<file path="src/dmt_pkg.sv">
// ----------------------------------------------------------------------------
// dmt_pkg
// Shared types, constants and tables for the affine matrix decomposition
// pipeline: the payload records that travel beside each chain of cells and
// the CORDIC arctangent table.
// ----------------------------------------------------------------------------
package dmt_pkg;

  localparam int SQ_STEPS   = 32;
  localparam int DIV_STEPS  = 31;
  localparam int RY_STEPS   = 31;
  localparam int NORM_SHIFT = 30;

  localparam int DIV_REM_W = 63;
  localparam int DVS_W     = 32;
  localparam int QUO_W     = 31;

  localparam int XW = 34;
  localparam int ZW = 35;

  localparam logic signed [ZW-1:0] PI_Q30     = 35'sd3373259426;
  localparam logic signed [ZW-1:0] ANGLE_MAX  = 35'sd205887;
  localparam logic signed [ZW-1:0] ROUND_HALF = 35'sd8192;
  localparam int ROUND_SHIFT = 14;

  typedef struct packed {
    logic signed [31:0] b0x;
    logic signed [31:0] b0y;
    logic signed [31:0] b0z;
    logic signed [31:0] b1z;
    logic signed [31:0] b2z;
    logic [2:0][31:0]   offset;
  } base_t;

  typedef struct packed {
    logic [2:0] d;
    base_t      base;
  } sqrt_side_t;

  typedef struct packed {
    logic [2:0]       d;
    logic [2:0][31:0] len;
    logic [4:0]       neg;
    logic [2:0][31:0] offset;
  } div_side_t;

  typedef struct packed {
    logic [2:0]       d;
    logic [2:0][31:0] len;
    logic [4:0][31:0] u;
    logic [2:0][31:0] offset;
  } ry_side_t;

  typedef struct packed {
    logic [2:0]       force_zero;
    logic             degen;
    logic [2:0][31:0] len;
    logic [2:0][31:0] offset;
  } cordic_side_t;

  function automatic logic [31:0] mag32(logic signed [31:0] v);
    return v[31] ? (32'd0 - 32'(v)) : 32'(v);
  endfunction

  function automatic logic [29:0] atan_q30(int unsigned i);
    logic [29:0] a;
    case (i)
      0:  a = 30'd843314857;
      1:  a = 30'd497837829;
      2:  a = 30'd263043837;
      3:  a = 30'd133525159;
      4:  a = 30'd67021687;
      5:  a = 30'd33543516;
      6:  a = 30'd16775851;
      7:  a = 30'd8388437;
      8:  a = 30'd4194283;
      9:  a = 30'd2097149;
      10: a = 30'd1048576;
      11: a = 30'd524288;
      12: a = 30'd262144;
      13: a = 30'd131072;
      14: a = 30'd65536;
      15: a = 30'd32768;
      16: a = 30'd16384;
      17: a = 30'd8192;
      18: a = 30'd4096;
      19: a = 30'd2048;
      20: a = 30'd1024;
      21: a = 30'd512;
      22: a = 30'd256;
      23: a = 30'd128;
      24: a = 30'd64;
      25: a = 30'd32;
      26: a = 30'd16;
      27: a = 30'd8;
      28: a = 30'd4;
      29: a = 30'd2;
      default: a = 30'd0;
    endcase
    return a;
  endfunction

endpackage

</file>
<file path="src/dmt_cordic_cell.sv">
// ----------------------------------------------------------------------------
// dmt_cordic_cell
// One micro-rotation of CORDIC vectoring mode, applied to several lanes
// side by side, with a payload carried along unchanged.
// ----------------------------------------------------------------------------
module dmt_cordic_cell
  import dmt_pkg::*;
#(
  parameter int LANES  = 3,
  parameter int STEP   = 0,
  parameter int SIDE_W = 1
) (
  input  logic                     clk,
  input  logic                     rst,
  input  logic                     valid_in,
  input  logic [LANES-1:0][XW-1:0] x_in,
  input  logic [LANES-1:0][XW-1:0] y_in,
  input  logic [LANES-1:0][ZW-1:0] z_in,
  input  logic [SIDE_W-1:0]        side_in,
  output logic                     valid_out,
  output logic [LANES-1:0][XW-1:0] x_out,
  output logic [LANES-1:0][XW-1:0] y_out,
  output logic [LANES-1:0][ZW-1:0] z_out,
  output logic [SIDE_W-1:0]        side_out
);

  localparam logic signed [ZW-1:0] ANG = ZW'(atan_q30(STEP));

  logic [LANES-1:0][XW-1:0] x_next;
  logic [LANES-1:0][XW-1:0] y_next;
  logic [LANES-1:0][ZW-1:0] z_next;

  always_comb begin
    logic signed [XW-1:0] xv, yv, dx, dy;
    logic signed [ZW-1:0] zv;
    for (int l = 0; l < LANES; l++) begin
      xv = x_in[l];
      yv = y_in[l];
      zv = z_in[l];
      dx = yv >>> STEP;
      dy = xv >>> STEP;
      if (!yv[XW-1]) begin
        x_next[l] = xv + dx;
        y_next[l] = yv - dy;
        z_next[l] = zv + ANG;
      end else begin
        x_next[l] = xv - dx;
        y_next[l] = yv + dy;
        z_next[l] = zv - ANG;
      end
    end
  end

  always_ff @(posedge clk) begin
    if (rst) begin
      valid_out <= 1'b0;
    end else begin
      valid_out <= valid_in;
    end
  end

  always_ff @(posedge clk) begin
    x_out    <= x_next;
    y_out    <= y_next;
    z_out    <= z_next;
    side_out <= side_in;
  end

endmodule

</file>
<file path="config.mk">
export PLATFORM = sky130hd
export DESIGN_NAME = dmt_cordic_cell
export DESIGN_NICKNAME = d
export VERILOG_FILES = /design/src/dmt_pkg.sv /design/src/dmt_cordic_cell.sv
export SDC_FILE = /design/constraint.sdc
export NUM_CORES = 1
export LEC_CHECK = 0
export BUFFER_PORTS_ARGS = -buffer_cell sky130_fd_sc_hd__buf_2
export CAP_MARGIN = 30
export CORE_ASPECT_RATIO = 1.4
export CORE_MARGIN = 5
export CORE_UTILIZATION = 45
export CTS_BUF_LIST = sky130_fd_sc_hd__clkbuf_2 sky130_fd_sc_hd__clkbuf_4 sky130_fd_sc_hd__clkbuf_8
export DETAILED_ROUTE_END_ITERATION = 16
export GPL_ROUTABILITY_DRIVEN = 1
export PLACE_DENSITY = 0.71
export SYNTH_ARGS = -nofsm -noshare
export SYNTH_HDL_FRONTEND = slang
export SYNTH_SLANG_ARGS = --single-unit
</file>
<file path="constraint.sdc">
create_clock -name clk -period 5.61 [get_ports clk]
set_input_delay 0.2805 -clock clk [delete_from_list [all_inputs] [get_ports clk]]
set_output_delay 0.2805 -clock clk [all_outputs]
set_load 0.01 [all_outputs]
</file>
==> metrics, run 1 <==
outcome complete, no violations; worst path bufs/invs 3; Clock Path Buffers 3; crit path launch type input pin; Clock Sinks 308; Worst EP required 6.21 ns; Power Total 9.20 mW; Area Growth Syn to Fin 22.2%; first-pass GRT wire length 165,000 um; Post-Place Worst Slack 1.23 ns; worst rel slew slack 28.4%; leakage power 16.5 nW; CP cell instances dlygate4sd3_1 > buf_2 > inv_1 > ha_1 > nor2b_1 > o31ai_1 > a31oi_1 > a311oi_1 > o21ai_0 > a21boi_0 > o21ai_0 > a211oi_1 > a21oi_1 > xnor2_1; std cell rows 108; Detailed Route WL 111,000 um; RSZ-0062 raised after global routing no; routed len/inst 21.4 um; CTS clk-pin slew, worst paths 0.07 ns; die width 221 um; Yosys reg bits 308; Die Span Y 305 um; largest net degree at the start of global routing 98; antenna-violating nets left 0; final hold vios 0; total CTS buffers 54; vias in the first global route 29,200; Cell variety after synth 87; Setup Viol. Count Final 0; clk root buf clkbuf_8; final setup margin 1.69 ns; residual DRC count 0; main area contributors after synthesis dfxtp_1 (22%), ha_1 (18%), a21oi_1 (8.0%), xnor2_1 (7.3%), inv_1 (4.6%); most common cell in the netlist a21oi_1; mapped cell area 0.0279 mm2; CP Class in -> reg; Async SR Flop Fraction 0%; Die Area 0.0672 mm2; placer congestion estimate 1.00; Core Region 0.0618 mm2; gr ovfl total 0; Detailed Place HPWL 88,700 um; nets@finish 4,989; Post-synth EDFFs 0; top post-synthesis cells by count a21oi_1 (444), ha_1 (396), inv_1 (345); Initial DRC Count 2,229; crit path time final 3.92 ns; H-tree levels 2; I/O pin cnt 624; layout cell share with drive strength beyond 1 17.9%; Vias/cell 5.72; Slowest-stage cell, CP a21boi_0; CTS tree done; Worst path max stage delay 0.57 ns; slew at the pin with the worst max-slew slack 1.06 ns; Mapped Nets 4,322; Yosys warning count 0; crit-path leading delay family compound AO/OA/AOI/OAI gates; GRT Total Usage 31.0%; dominant synthesized flop cell dfxtp_1; sequential area share after synthesis 22.1%; top-area cell type share of the netlist area 22.1%; max-capacitance violation count 0; Starting Density 45.2%; Critical Path Sink Type flip-flop; port bufs 623; Hold WC Path Type in -> reg; initial antenna violation count 40; setup TNS 0 ns; PwrDens 269 mW/mm2; largest area contributor in the netlist dfxtp_1; Tcrit/Tclk final 70.0%; Worst VDD drop 0.274 mV; Syn Area/Cell 7.76 um2; CP dominant cell by count o21ai_0; post-CTS sizing 0; crit path DAT 4.52 ns; Mapped Cells 3,601; Peak Freq 255 MHz; max-slew violation total from the final report 0; DR vias 29,600; worst-path maximum fanout 5; drt pass-1 iters 6
## routing by layer
| layer | GRT usage (%) | vias up | wire (um) |
|---|---|---|---|
| met3 | 8.29 | 375 | 9310 |
| met2 | 54.7 | 1295 | 53900 |
| li1 | - | 14100 | - |
| met5 | 0 | - | 161 |
| met4 | 17.7 | 24 | 7120 |
| met1 | 33.1 | 13800 | 40100 |
## tightest hold or removal path: stages
cell and delay [ns]:
buf_2 0.08, ha_1 0.18, xor2_1 0.12
## final cells by class
class                   instances  area [um2]
diodes                         29        72.6
clock buffers                  79        1050
clock inverters                22         230
fillers                      5900       27600
inverters                     358        1340
multi-input cells            2801       19900
flip-flops and latches        308        6170
well taps                     825        1030
repair buffers                745        4360
## cell usage in the layout, fill, tap and decap left out, types with 62 or more instances in the layout
| cell type | n |
|---|---|
| buf_2 | 621 |
| a21oi_1 | 444 |
| ha_1 | 396 |
| inv_1 | 343 |
| dfxtp_1 | 308 |
| nor2_1 | 281 |
| o21ai_0 | 258 |
| xnor2_1 | 233 |
| nand2_1 | 160 |
| a21o_1 | 115 |
| dlygate4sd3_1 | 111 |
| o21bai_1 | 84 |
| clkbuf_8 | 73 |
| nand3_1 | 66 |
| nor3_1 | 62 |
## metrics by stage
| stage | instances | utilization, % | area, um2 | hold slack [ns] |
|---|---|---|---|---|
| 3_5_place_dp | 4925 | 51.3 | 31700 | 0.387 |
| 5_1_grt | 5159 | 55.3 | 34100 | 0.0151 |
| 4_1_cts | 5137 | 55.1 | 34000 | 0.000595 |
| 3_3_place_gp | 4923 | 51.2 | 31600 | 0.383 |
| 2_1_floorplan | 3601 | - | 27900 | 0.308 |
| 6_report | 5167 | 55.3 | 34100 | 0.0338 |
## timing repair
item                      4_1_cts  5_1_grt
setup buffers                   0        0
hold buffers                  111        0
hold endpoints to repair      105        0
## worst paths after layout
kind | slack (ns) | endpoint | cells past startpoint | start
worst max-delay path | 1.69 | x_out[27] | 14 | x_in[1]
worst min-delay path | 0.03 | z_out[48] | 3 | z_in[48]
## sequential cells by signal, indices dropped and copies added, names as in the netlist
signal     flops
valid_out      1
z_out        105
y_out        101
x_out        100
side_out       1
## where the power goes
group	switching, mW	total [mW]	internal [mW]
logic	2.32	3.81	1.49
registers	0.199	2.90	2.71
clock network	1.09	2.49	1.40
total	3.61	9.20	5.59
## cell families after synthesis
logic type               after synthesis  share of synthesized area (%)
AO/OA/AOI/OAI                       1260                           28.4
XOR/XNOR                             288                           9.03
buffers and inverters                492                           6.71
adder cells (fa/ha/maj)              408                           18.6
flip-flops                           308                           22.1
AND/OR/NAND/NOR                      802                           13.7
multiplexers                          43                           1.55
(Power assumes the default switching activity.)
==> run 2, diff against run 1 <==
Clock period 5.61 ns to 3.9 ns, I/O delays scaled along.
==> metrics, run 2 (synthesis gave the netlist of run 1 again) <==
NetSw 5.27 mW; Clock Path Buffers 3; Worst EP required 4.43 ns; most frequent cells in the layout buf_2 (620), a21oi_1 (444), ha_1 (396), inv_1 (343), dfxtp_1 (308); Hold WC Path Type in -> reg; Comb pwr share 41.6%; largest net degree at the start of global routing 92; worst rel slew slack 31.1%; drt pass-1 iters 8; Die Area 0.0672 mm2; clk root buf clkbuf_8; nets@finish 5,098; Multi-input gate area 0.0199 mm2; crit path time final 3.63 ns; GRT Total Usage 32.1%; Starting Density 45.2%; fillers 5,874; crit path launch type input pin; Core Region 0.0618 mm2; vias in the first global route 30,000; CTS clk-pin slew, worst paths 0.06 ns; crit path DAT 4.16 ns; Clock Sinks 308; post-CTS sizing 0; Seq pwr share 30.9%; # placed instances 4,993; Pint 8.37 mW; Die Span Y 305 um; residual DRC count 0; number of flip-flops under the largest register name 105; largest registers z_out: 105 flops, y_out: 101 flops, x_out: 100 flops; layout cell share with drive strength beyond 1 18.9%; Critical Path Sink Type flip-flop; I/O pin cnt 624; sw frac 38.6%; setup TNS 0 ns; port bufs 623; antenna-violating nets left 0; RSZ-0062 raised after global routing no; Vias/cell 5.74; CP Class in -> reg; Largest Register z_out; total CTS buffers 55; Worst VDD drop 0.279 mV; routed len/inst 21.7 um; first-pass GRT wire length 171,000 um; H-tree levels 2; die width 221 um; Clock power frac 27.5%; postcts setup bufs 0; max-slew violation total from the final report 0; DR vias 30,300; Area Growth Syn to Fin 25.6%; Setup Viol. Count Final 0; commonest non-fill, non-tap cell in the layout buf_2; leakage power 17.0 nW; final non-filler cell total 5,275; Peak Freq 276 MHz; PwrDens 389 mW/mm2; Detailed Route WL 114,000 um; worst-path maximum fanout 4; final hold vios 0; outcome complete, no violations; initial antenna violation count 33; Detailed Place HPWL 90,900 um; slew at the pin with the worst max-slew slack 1.03 ns; Reg area 0.00617 mm2; placer congestion estimate 1.01; Tcrit/Tclk final 93.0%; Initial DRC Count 2,361; gr ovfl total 0; max-capacitance violation count 0; std cell rows 108; CTS tree done
[run 2: cell count changes in the layout (fill, tap and decap cells not counted)]
cell	before	now
dlygate4sd3_1	111	152
buf_2	621	620
clkbuf_8	73	71
buf_4	11	80
a2111oi_0	11	12
inv_6	2	0
clkbuf_4	6	10
buf_16	2	1
clkinv_2	13	7
a2111oi_1	1	0
bufinv_16	4	7
clkinv_4	1	2
inv_8	1	0
diode_2	29	32
[run 2: timing repair]
item | CTS | global route
endpoints found under the setup margin | 0 | 0
hold endpoints to repair | 126 | 0
hold buffers | 152 | 0
[run 2: worst paths after layout]
kind,startpoint,to,slack (ns),cells after the start
hold / removal,y_in[21],y_out[21],0.07,4
setup / recovery,y_in[68],x_out[98],0.27,14
[run 2: stage by stage]
| step | instance area (um2) | worst slack [ns] | total power, mW | hold slack (ns) | util (%) |
|---|---|---|---|---|---|
| after detailed placement | 32200 | 0.264 | 9.62 | 0.301 | 52.1 |
| after floorplan | 27900 | 0.366 | 7.37 | 0.223 | - |
| final | 35100 | 0.272 | 13.6 | 0.0653 | 56.8 |
| after global placement | 32100 | 0.377 | 9.61 | 0.297 | 52.0 |
| after global routing | 35100 | 0.0723 | 14.3 | 0.0467 | 56.8 |
| after CTS | 35000 | 0.469 | 13.6 | 0.00280 | 56.7 |
[run 2: metal layers]
metal	GRT usage, %	vias to the layer above	part of all wire [%]
met5	0	-	0.14
met4	19.5	24	7.0
met3	8.01	436	9.0
met2	56.1	1553	48
met1	34.5	14000	36
li1	-	14300	-
[run 2: cell type report]
cell class | instances | share of cell area [%]
clock buffer | 81 | 3.00
multi-input combinational | 2801 | 56.7
tap | 825 | 2.94
antenna | 32 | 0.228
sequential | 308 | 17.6
timing repair buffer | 853 | 15.0
inverter | 358 | 3.83
clock inverter | 17 | 0.770
[run 2: critical path, stage by stage]
cell	delay (ns)
dlygate4sd3_1	0.56
buf_2	0.14
ha_1	0.18
fa_1	0.20
nor2b_1	0.06
o211ai_1	0.18
a21boi_0	0.14
o41ai_1	0.62
o21ai_0	0.33
a21oi_1	0.25
o21ai_0	0.20
a2111oi_0	0.83
nor2_1	0.11
xor2_1	0.17
[run 2: power by group through the flow]
stage               registers, mW  clock network (mW)  logic (mW)
finish                       4.22                3.75        5.68
global route                 4.27                3.96        6.12
CTS                          4.21                3.84        5.58
detailed placement           4.26                   0        5.36
global placement             4.27                   0        5.34
floorplan                    4.54                   0        2.84
