--- config.mk ---
export PLATFORM = sky130hd
export DESIGN_NAME = dmt_div_cell
export DESIGN_NICKNAME = d
export VERILOG_FILES = /design/src/dmt_pkg.sv /design/src/dmt_div_cell.sv
export SDC_FILE = /design/constraint.sdc
export NUM_CORES = 1
export LEC_CHECK = 0
export ABC_AREA = 1
export BUFFER_PORTS_ARGS = -buffer_cell sky130_fd_sc_hd__buf_4
export CAP_MARGIN = 20
export CORE_AREA = 2 2 487 489
export CTS_CLUSTER_DIAMETER = 40
export DETAILED_ROUTE_END_ITERATION = 12
export DIE_AREA = 0 0 489 491
export GPL_TIMING_DRIVEN = 0
export PLACE_DENSITY = 0.33
export SLEW_MARGIN = 20
export SYNTH_ARGS = -nofsm -noshare
export SYNTH_HDL_FRONTEND = slang
export SYNTH_SLANG_ARGS = --single-unit
--- constraint.sdc ---
create_clock -name clk -period 3.46 [get_ports clk]
set_input_delay 1.038 -clock clk [delete_from_list [all_inputs] [get_ports clk]]
set_output_delay 1.038 -clock clk [all_outputs]
set_load 0.01 [all_outputs]
--- src/dmt_pkg.sv ---
// ----------------------------------------------------------------------------
// dmt_pkg
// Shared types, constants and tables for the affine matrix decomposition
// pipeline: the payload records that travel beside each chain of cells and
// the CORDIC arctangent table.
// ----------------------------------------------------------------------------
package dmt_pkg;

  localparam int SQ_STEPS   = 32;
  localparam int DIV_STEPS  = 31;
  localparam int RY_STEPS   = 31;
  localparam int NORM_SHIFT = 30;

  localparam int DIV_REM_W = 63;
  localparam int DVS_W     = 32;
  localparam int QUO_W     = 31;

  localparam int XW = 34;
  localparam int ZW = 35;

  localparam logic signed [ZW-1:0] PI_Q30     = 35'sd3373259426;
  localparam logic signed [ZW-1:0] ANGLE_MAX  = 35'sd205887;
  localparam logic signed [ZW-1:0] ROUND_HALF = 35'sd8192;
  localparam int ROUND_SHIFT = 14;

  typedef struct packed {
    logic signed [31:0] b0x;
    logic signed [31:0] b0y;
    logic signed [31:0] b0z;
    logic signed [31:0] b1z;
    logic signed [31:0] b2z;
    logic [2:0][31:0]   offset;
  } base_t;

  typedef struct packed {
    logic [2:0] d;
    base_t      base;
  } sqrt_side_t;

  typedef struct packed {
    logic [2:0]       d;
    logic [2:0][31:0] len;
    logic [4:0]       neg;
    logic [2:0][31:0] offset;
  } div_side_t;

  typedef struct packed {
    logic [2:0]       d;
    logic [2:0][31:0] len;
    logic [4:0][31:0] u;
    logic [2:0][31:0] offset;
  } ry_side_t;

  typedef struct packed {
    logic [2:0]       force_zero;
    logic             degen;
    logic [2:0][31:0] len;
    logic [2:0][31:0] offset;
  } cordic_side_t;

  function automatic logic [31:0] mag32(logic signed [31:0] v);
    return v[31] ? (32'd0 - 32'(v)) : 32'(v);
  endfunction

  function automatic logic [29:0] atan_q30(int unsigned i);
    logic [29:0] a;
    case (i)
      0:  a = 30'd843314857;
      1:  a = 30'd497837829;
      2:  a = 30'd263043837;
      3:  a = 30'd133525159;
      4:  a = 30'd67021687;
      5:  a = 30'd33543516;
      6:  a = 30'd16775851;
      7:  a = 30'd8388437;
      8:  a = 30'd4194283;
      9:  a = 30'd2097149;
      10: a = 30'd1048576;
      11: a = 30'd524288;
      12: a = 30'd262144;
      13: a = 30'd131072;
      14: a = 30'd65536;
      15: a = 30'd32768;
      16: a = 30'd16384;
      17: a = 30'd8192;
      18: a = 30'd4096;
      19: a = 30'd2048;
      20: a = 30'd1024;
      21: a = 30'd512;
      22: a = 30'd256;
      23: a = 30'd128;
      24: a = 30'd64;
      25: a = 30'd32;
      26: a = 30'd16;
      27: a = 30'd8;
      28: a = 30'd4;
      29: a = 30'd2;
      default: a = 30'd0;
    endcase
    return a;
  endfunction

endpackage

--- src/dmt_div_cell.sv ---
// ----------------------------------------------------------------------------
// dmt_div_cell
// One quotient bit of a pipelined restoring divider, applied to several
// lanes side by side, with a payload carried along unchanged.
// ----------------------------------------------------------------------------
module dmt_div_cell
  import dmt_pkg::*;
#(
  parameter int LANES  = 5,
  parameter int BIT    = 30,
  parameter int SIDE_W = 1
) (
  input  logic                            clk,
  input  logic                            rst,
  input  logic                            valid_in,
  input  logic [LANES-1:0][DIV_REM_W-1:0] rem_in,
  input  logic [LANES-1:0][DVS_W-1:0]     dvs_in,
  input  logic [LANES-1:0][QUO_W-1:0]     quo_in,
  input  logic [SIDE_W-1:0]               side_in,
  output logic                            valid_out,
  output logic [LANES-1:0][DIV_REM_W-1:0] rem_out,
  output logic [LANES-1:0][DVS_W-1:0]     dvs_out,
  output logic [LANES-1:0][QUO_W-1:0]     quo_out,
  output logic [SIDE_W-1:0]               side_out
);

  localparam logic [QUO_W-1:0] QBIT = QUO_W'(1) << BIT;

  logic [LANES-1:0][DIV_REM_W-1:0] rem_next;
  logic [LANES-1:0][QUO_W-1:0]     quo_next;

  always_comb begin
    logic [DIV_REM_W-1:0] trial;
    for (int l = 0; l < LANES; l++) begin
      trial = DIV_REM_W'(dvs_in[l]) << BIT;
      if (rem_in[l] >= trial) begin
        rem_next[l] = rem_in[l] - trial;
        quo_next[l] = quo_in[l] | QBIT;
      end else begin
        rem_next[l] = rem_in[l];
        quo_next[l] = quo_in[l];
      end
    end
  end

  always_ff @(posedge clk) begin
    if (rst) begin
      valid_out <= 1'b0;
    end else begin
      valid_out <= valid_in;
    end
  end

  always_ff @(posedge clk) begin
    rem_out  <= rem_next;
    dvs_out  <= dvs_in;
    quo_out  <= quo_next;
    side_out <= side_in;
  end

endmodule

==> results of run 1 <==
-- state kept, by name (all words and copies together) (netlist names) --
signal and cells:
quo_out 155, valid_out 1, side_out 1, dvs_out 160, rem_out 315
-- cell families (layout without fill, tap and decap cells) --
logic type | Yosys count | after routing | synth area share [%]
adders and majority gates | 165 | 165 | 7.15
other | 0 | 6 | 0
and+or+nand+nor | 2376 | 2376 | 33.5
AOI/OAI and AO/OA | 111 | 111 | 1.96
buffers and inverters | 906 | 2443 | 12.1
DFF | 632 | 632 | 43.0
xor gates and xnor gates | 75 | 75 | 2.23
-- critical path, delay by kind of cell --
kind                       cells  cell delay, ns
adders and majority gates      1            0.41
buffers and inverters          4            0.68
and+or+nand+nor                9            1.58
-- through the flow --
step	hold slack, ns	setup WS, ns	power [mW]
CTS	0.242	0.0495	29.2
finish	0.344	0.316	28.6
global placement	1.14	-1.06	14.1
detailed placement	1.14	-0.967	14.1
global route	0.256	0.0489	30.0
floorplan	1.07	0.900	10.8
-- final timing paths --
kind	to	slack (ns)
worst max-delay path	rem_out[62]$_DFF_P_	0.32
worst min-delay path	quo_out[96]$_DFF_P_	0.34
-- synthesized netlist by cell type, types with 9 or more instances --
| master | count |
|---|---|
| nand3_1 | 310 |
| inv_1 | 854 |
| nor3_1 | 31 |
| nor2_1 | 275 |
| a21oi_1 | 99 |
| nand2_2 | 28 |
| nand2_1 | 1598 |
| and2_1 | 31 |
| buf_6 | 14 |
| xor2_1 | 70 |
| nand3b_1 | 14 |
| ha_1 | 160 |
| nor2_2 | 20 |
| buf_2 | 33 |
| nor4_1 | 9 |
| dfxtp_1 | 632 |
| nand4_1 | 37 |
-- power breakdown --
group	internal, mW	switching [mW]	total (mW)
clock network	9.59	5.15	14.7
logic	2.23	3.39	5.62
registers	7.98	0.239	8.22
total	19.8	8.77	28.6
-- area by class of cell --
| type | instances | area share [%] |
|---|---|---|
| Clock inverter | 89 | 2.52 |
| Buffer | 49 | 0.716 |
| Antenna cell | 6 | 0.0311 |
| Clock buffer | 183 | 8.56 |
| Sequential cell | 632 | 26.2 |
| Inverter | 857 | 6.67 |
| Timing Repair Buffer | 1265 | 19.7 |
| Tap cell | 3150 | 8.17 |
| Multi-Input combinational cell | 2727 | 27.4 |
-- routing by layer --
layer / wire length (um) / share of wire (%) / global-route usage [%]
met2: 83600 / 47 / 24.0
met3: 14800 / 8.3 / 4.68
met5: 90 / 0.050 / 0
met4: 4230 / 2.4 / 3.71
met1: 75700 / 42 / 17.5
-- what timing repair did --
action | CTS | global route
hold buffers | 0 | 0
endpoints found under the setup margin | 2 | 1
gates resized for setup | 1 | 1
==> summary.md, run 1 <==
| Metric | Value |
|---|---|
| Hold path depth | 1 |
| Crit Path Class | in -> reg |
| Area leader, netlist | dfxtp_1 |
| Commonest non-fill, non-tap cell in the layout | nand2_1 |
| Pleak | about 26 nW |
| First-pass GRT wire length | between 200 and 250 mm |
| Grt ovf | 0 |
| Final setup viols | 0 |
| Mean Syn Cell Area | between 6 and 7 um^2 |
| Slew Limit Fails | 0 |
| Ys flop type | dfxtp_1 |
| Storage element area | roughly 13000 um^2 |
| Largest net degree at the start of global routing | 17 |
| Final Cell Area | just under 50000 um^2 |
| Worst path arrival time | 3.75 ns |
| Max cap viols | 0 |
| Leading cell types in the layout, fill and taps excluded | 1597 x nand2_1, 1266 x buf_4, 854 x inv_1 |
| Row count | 178 |
| Crit path cell chain | buf_4 > inv_1 > ha_1 > nand2_1 > nor2_1 > nand2_1 > nor2_2 > nand3b_1 > nor2_2 > nor2_4 > nand2_4 > buf_6 > nand2_1 > inv_1 |
| RSZ-0062 raised after global routing | no |
| Final std cells w/o fill | between 8000 and 9000 |
| Synthesized cell area | 29400 um^2 |
| Initial detailed-routing violation count | 1677 |
| CTS sink cnt | approximately 630 |
| Crit path time final | roughly 3.1 ns |
| Port bufs | roughly 1300 |
| # fillers | about 27000 |
| Root Buffer | clkbuf_16 |
| Syn_nets | around 5100 |
| Worst hold path class | in -> reg |
| Critical Path RT | roughly 4.1 ns |
| Post-place instance area | about 43000 um^2 |
| Post-synth cell types | 33 |
| Vias in the first global route | around 31000 |
| CP Launch Point | dvs_in[6] |
| Slowest CP cell | ha_1 |
| Max-slew headroom | 40.9% |
| Ports | approximately 1300 |
| Hold Fails Final Rpt | 0 |
| EDFF count, synth | 0 |
| Mapped Cells | between 4000 and 5000 |
| Worst-Margin Slew | 0.884 ns |
| Die Y | between 400 and 500 um |
| Via density | ~3.5 |
| Die W | 489 um |
| First drt pass iteration count | 6 |
| Worst-path maximum fanout | 10 |
| Cell repeated most along the worst path | nand2_1 |
| Initial core utilization | between 10% and 20% |
| F_max | ~320 MHz |
| Core Footprint | ~230000 um^2 |
| Share of layout cells above drive strength 1 | between 20% and 30% |
| Register bit total from synthesis | 632 |
| TNS Setup | 0 ns |
| Vias | about 31000 |
| Post-route antenna net violation count | 0 |
| Routed len/inst | 19.9 um |
| DP HPWL | roughly 160 mm |
| GRT Overall Usage | 14.3% |
| Worst Setup End Kind | flop |
| Max IR drop VDD | roughly 0.53 mV |
| Hold Startpoint | quo_in[96] |
| Placed insts | 8680 |
| Sequential fraction of the synthesis area | between 40% and 50% |
| Nets@finish | ~6500 |
| Area of the die | about 240000 um^2 |
| Yosys Warn Count | 0 |
| Total CTS buffers | around 150 |
| Largest stage delay, worst path | 0.41 ns |
| DRC Markers | 0 |
| Initial antenna violation count | 45 |
| Kind of start point of the critical path | input pin |
| Final wirelength | approximately 180 mm |
| Routability cong. | slightly below 0.9 |
| Ys async rst share | 0% |
| Outcome | complete, no violations |
| Top post-synthesis cells by area | dfxtp_1 43%, nand2_1 20%, inv_1 11%, ha_1 6.8%, nand3_1 5.3% |
| Fin crit share | about nine tenths |
| Layout area overhead | 63.9% |
| Register clock-pin slew on the reported worst setup and hold paths | about 0.05 ns |
| # H-tree levels | 4 |
| Yosys top cell area share | 43.0% |
| CTS tree | yes |
| Clock Path Buffers | 3 |
| Pwr dens | ~590 nW/um^2 |
| Finished Core Util | approximately a fifth |
| Setup Buffers After CTS | 0 |
| Multi-input gate area | about 13000 um^2 |
Power figures use the tool's default switching activity.
==> run 2: changes to the inputs <==
==> constraint.sdc (replaced) <==
create_clock -name clk -period 4.1 [get_ports clk]
set_input_delay 1.23 -clock clk [delete_from_list [all_inputs] [get_ports clk]]
set_output_delay 1.23 -clock clk [all_outputs]
set_load 0.01 [all_outputs]
==> summary.md, run 2 (synthesis results as in run 1) <==
| Metric | Value |
|---|---|
| Resized cells post-CTS | 0 |
| Final setup viols | 0 |
| Nets@finish | 6480 |
| Crit Path Class | in -> reg |
| Row count | ~180 |
| Hold Startpoint | quo_in[96] |
| Die Y | a little under 500 um |
| # fillers | roughly 27000 |
| Register clock-pin slew on the reported worst setup and hold paths | roughly 0.050 ns |
| CTS sink cnt | 632 |
| Max IR drop VDD | around 0.45 mV |
| Final Cell Area | ~48000 um^2 |
| Clock Path Buffers | 3 |
| Die W | between 400 and 500 um |
| Area of the die | 240000 um^2 |
| DP HPWL | between 150 and 200 mm |
| Max-slew headroom | about two fifths |
| Fin worst setup slack | between 0.5 and 0.6 ns |
| Leading cell types in the layout, fill and taps excluded | 1598 x nand2_1, 1266 x buf_4, 854 x inv_1 |
| First-pass GRT wire length | between 200 and 250 mm |
| Design Power | around 24 mW |
| # H-tree levels | 4 |
| Hold Worst Slack | ~0.54 ns |
| Final std cells w/o fill | roughly 9000 |
| Kind of start point of the critical path | input pin |
| Routed len/inst | 19.9 um |
| GRT Overall Usage | roughly 14% |
| Worst Setup End Kind | flop |
| Setup Buffers After CTS | 0 |
| Hold Fails Final Rpt | 0 |
| Worst hold path class | in -> reg |
| Core Footprint | approximately 230000 um^2 |
| Worst-Margin Slew | roughly 0.9 ns |
| DRC Markers | 0 |
| Initial detailed-routing violation count | between 1500 and 2000 |
| Ports | 1266 |
| Critical Path RT | 4.69 ns |
| Port bufs | 1265 |
| Pwr dens | about 500 nW/um^2 |
| CTS tree | yes |
| F_max | about 280 MHz |
| CTS Hold Buffers Added | 0 |
| Root Buffer | clkbuf_16 |
| Vias | just over 30000 |
| Final wirelength | 178 mm |
| Layout area overhead | 63.9% |
| Via density | 3.48 |
| RSZ-0062 raised after global routing | no |
| CP Launch Point | dvs_in[6] |
| Largest register FFs | between 300 and 400 |
| Post-place instance area | between 40000 and 50000 um^2 |
| Top flop regs | rem_out x315, dvs_out x160, quo_out x155 |
| Commonest non-fill, non-tap cell in the layout | nand2_1 |
| Placed insts | just under 9000 |
| Total CTS buffers | between 100 and 150 |
| Crit path time final | roughly 3.6 ns |
| Worst-path maximum fanout | 10 |
| Post-route antenna net violation count | 0 |
| Pre-CTS WS | -0.519 ns |
| Worst path arrival time | 4.17 ns |
| Initial core utilization | roughly 13% |
| Largest net degree at the start of global routing | 17 |
| Max cap viols | 0 |
| Routability cong. | just under 0.9 |
| Vias in the first global route | 31300 |
| Slew Limit Fails | 0 |
| Pleak | 26.1 nW |
| Fin crit share | about 87% |
| Share of layout cells above drive strength 1 | 28.5% |
| Initial antenna violation count | 45 |
| First drt pass iteration count | 6 |
| Outcome | complete, no violations |
| Grt ovf | 0 |
| Hold path depth | 1 |
| Hold Path End | quo_out[96]$_DFF_P_ |
| Reg with most FFs | rem_out |
[run 2: cell counts in the layout (fill, tap and decap cells not counted)]
No cell type changed its count.
[run 2: worst max-delay path, stage by stage]
cell      delay [ns]
buf_4           0.10
inv_1           0.14
ha_1            0.41
nand2_1         0.11
nor2_1          0.23
nand2_1         0.08
nor2_1          0.38
nand3b_1        0.36
nor2_2          0.25
nor2_4          0.10
nand2_4         0.13
buf_6           0.19
nand2_1         0.08
nand2_1         0.32
[run 2: how the worst max path moves through the flow]
stage | to | slack (ns) | depth (start not counted)
6_report | rem_out[61]$_DFF_P_ | 0.52 | 14
3_3_place_gp | rem_out[61]$_DFF_P_ | -0.61 | 14
2_1_floorplan | rem_out[188]$_DFF_P_ | 1.35 | 15
5_1_grt | rem_out[61]$_DFF_P_ | 0.23 | 14
4_1_cts | rem_out[61]$_DFF_P_ | 0.31 | 14
3_5_place_dp | rem_out[61]$_DFF_P_ | -0.52 | 14
[run 2: cell type report]
class / count / area (um^2) / share of cell area, %
sequential: 632 / 12700 / 26.2
antenna: 6 / 15.0 / 0.0311
clock buffer: 183 / 4130 / 8.56
buffer: 49 / 345 / 0.716
clock inverter: 89 / 1220 / 2.52
multi-input combinational: 2727 / 13200 / 27.4
tap: 3150 / 3940 / 8.17
timing repair buffer: 1265 / 9500 / 19.7
inverter: 857 / 3220 / 6.67
[run 2: routing by layer]
metal | part of all wire (%) | global-route usage (%)
met1 | 42 | 17.5
met2 | 47 | 24.0
met3 | 8.3 | 4.68
met4 | 2.4 | 3.71
met5 | 0.050 | 0
[run 2: power by group]
| group | switching [mW] | internal [mW] | leakage (nW) |
|---|---|---|---|
| registers | 0.202 | 6.74 | 5.33 |
| clock network | 4.34 | 8.09 | 2.58 |
| logic | 2.86 | 1.89 | 18.2 |
[run 2: stage by stage]
step	util (%)	TNS (ns)
finish	20.6	0
global route	20.6	0
CTS	20.6	0
detailed placement	18.3	-2.69
global placement	18.3	-5.68
floorplan	-	0
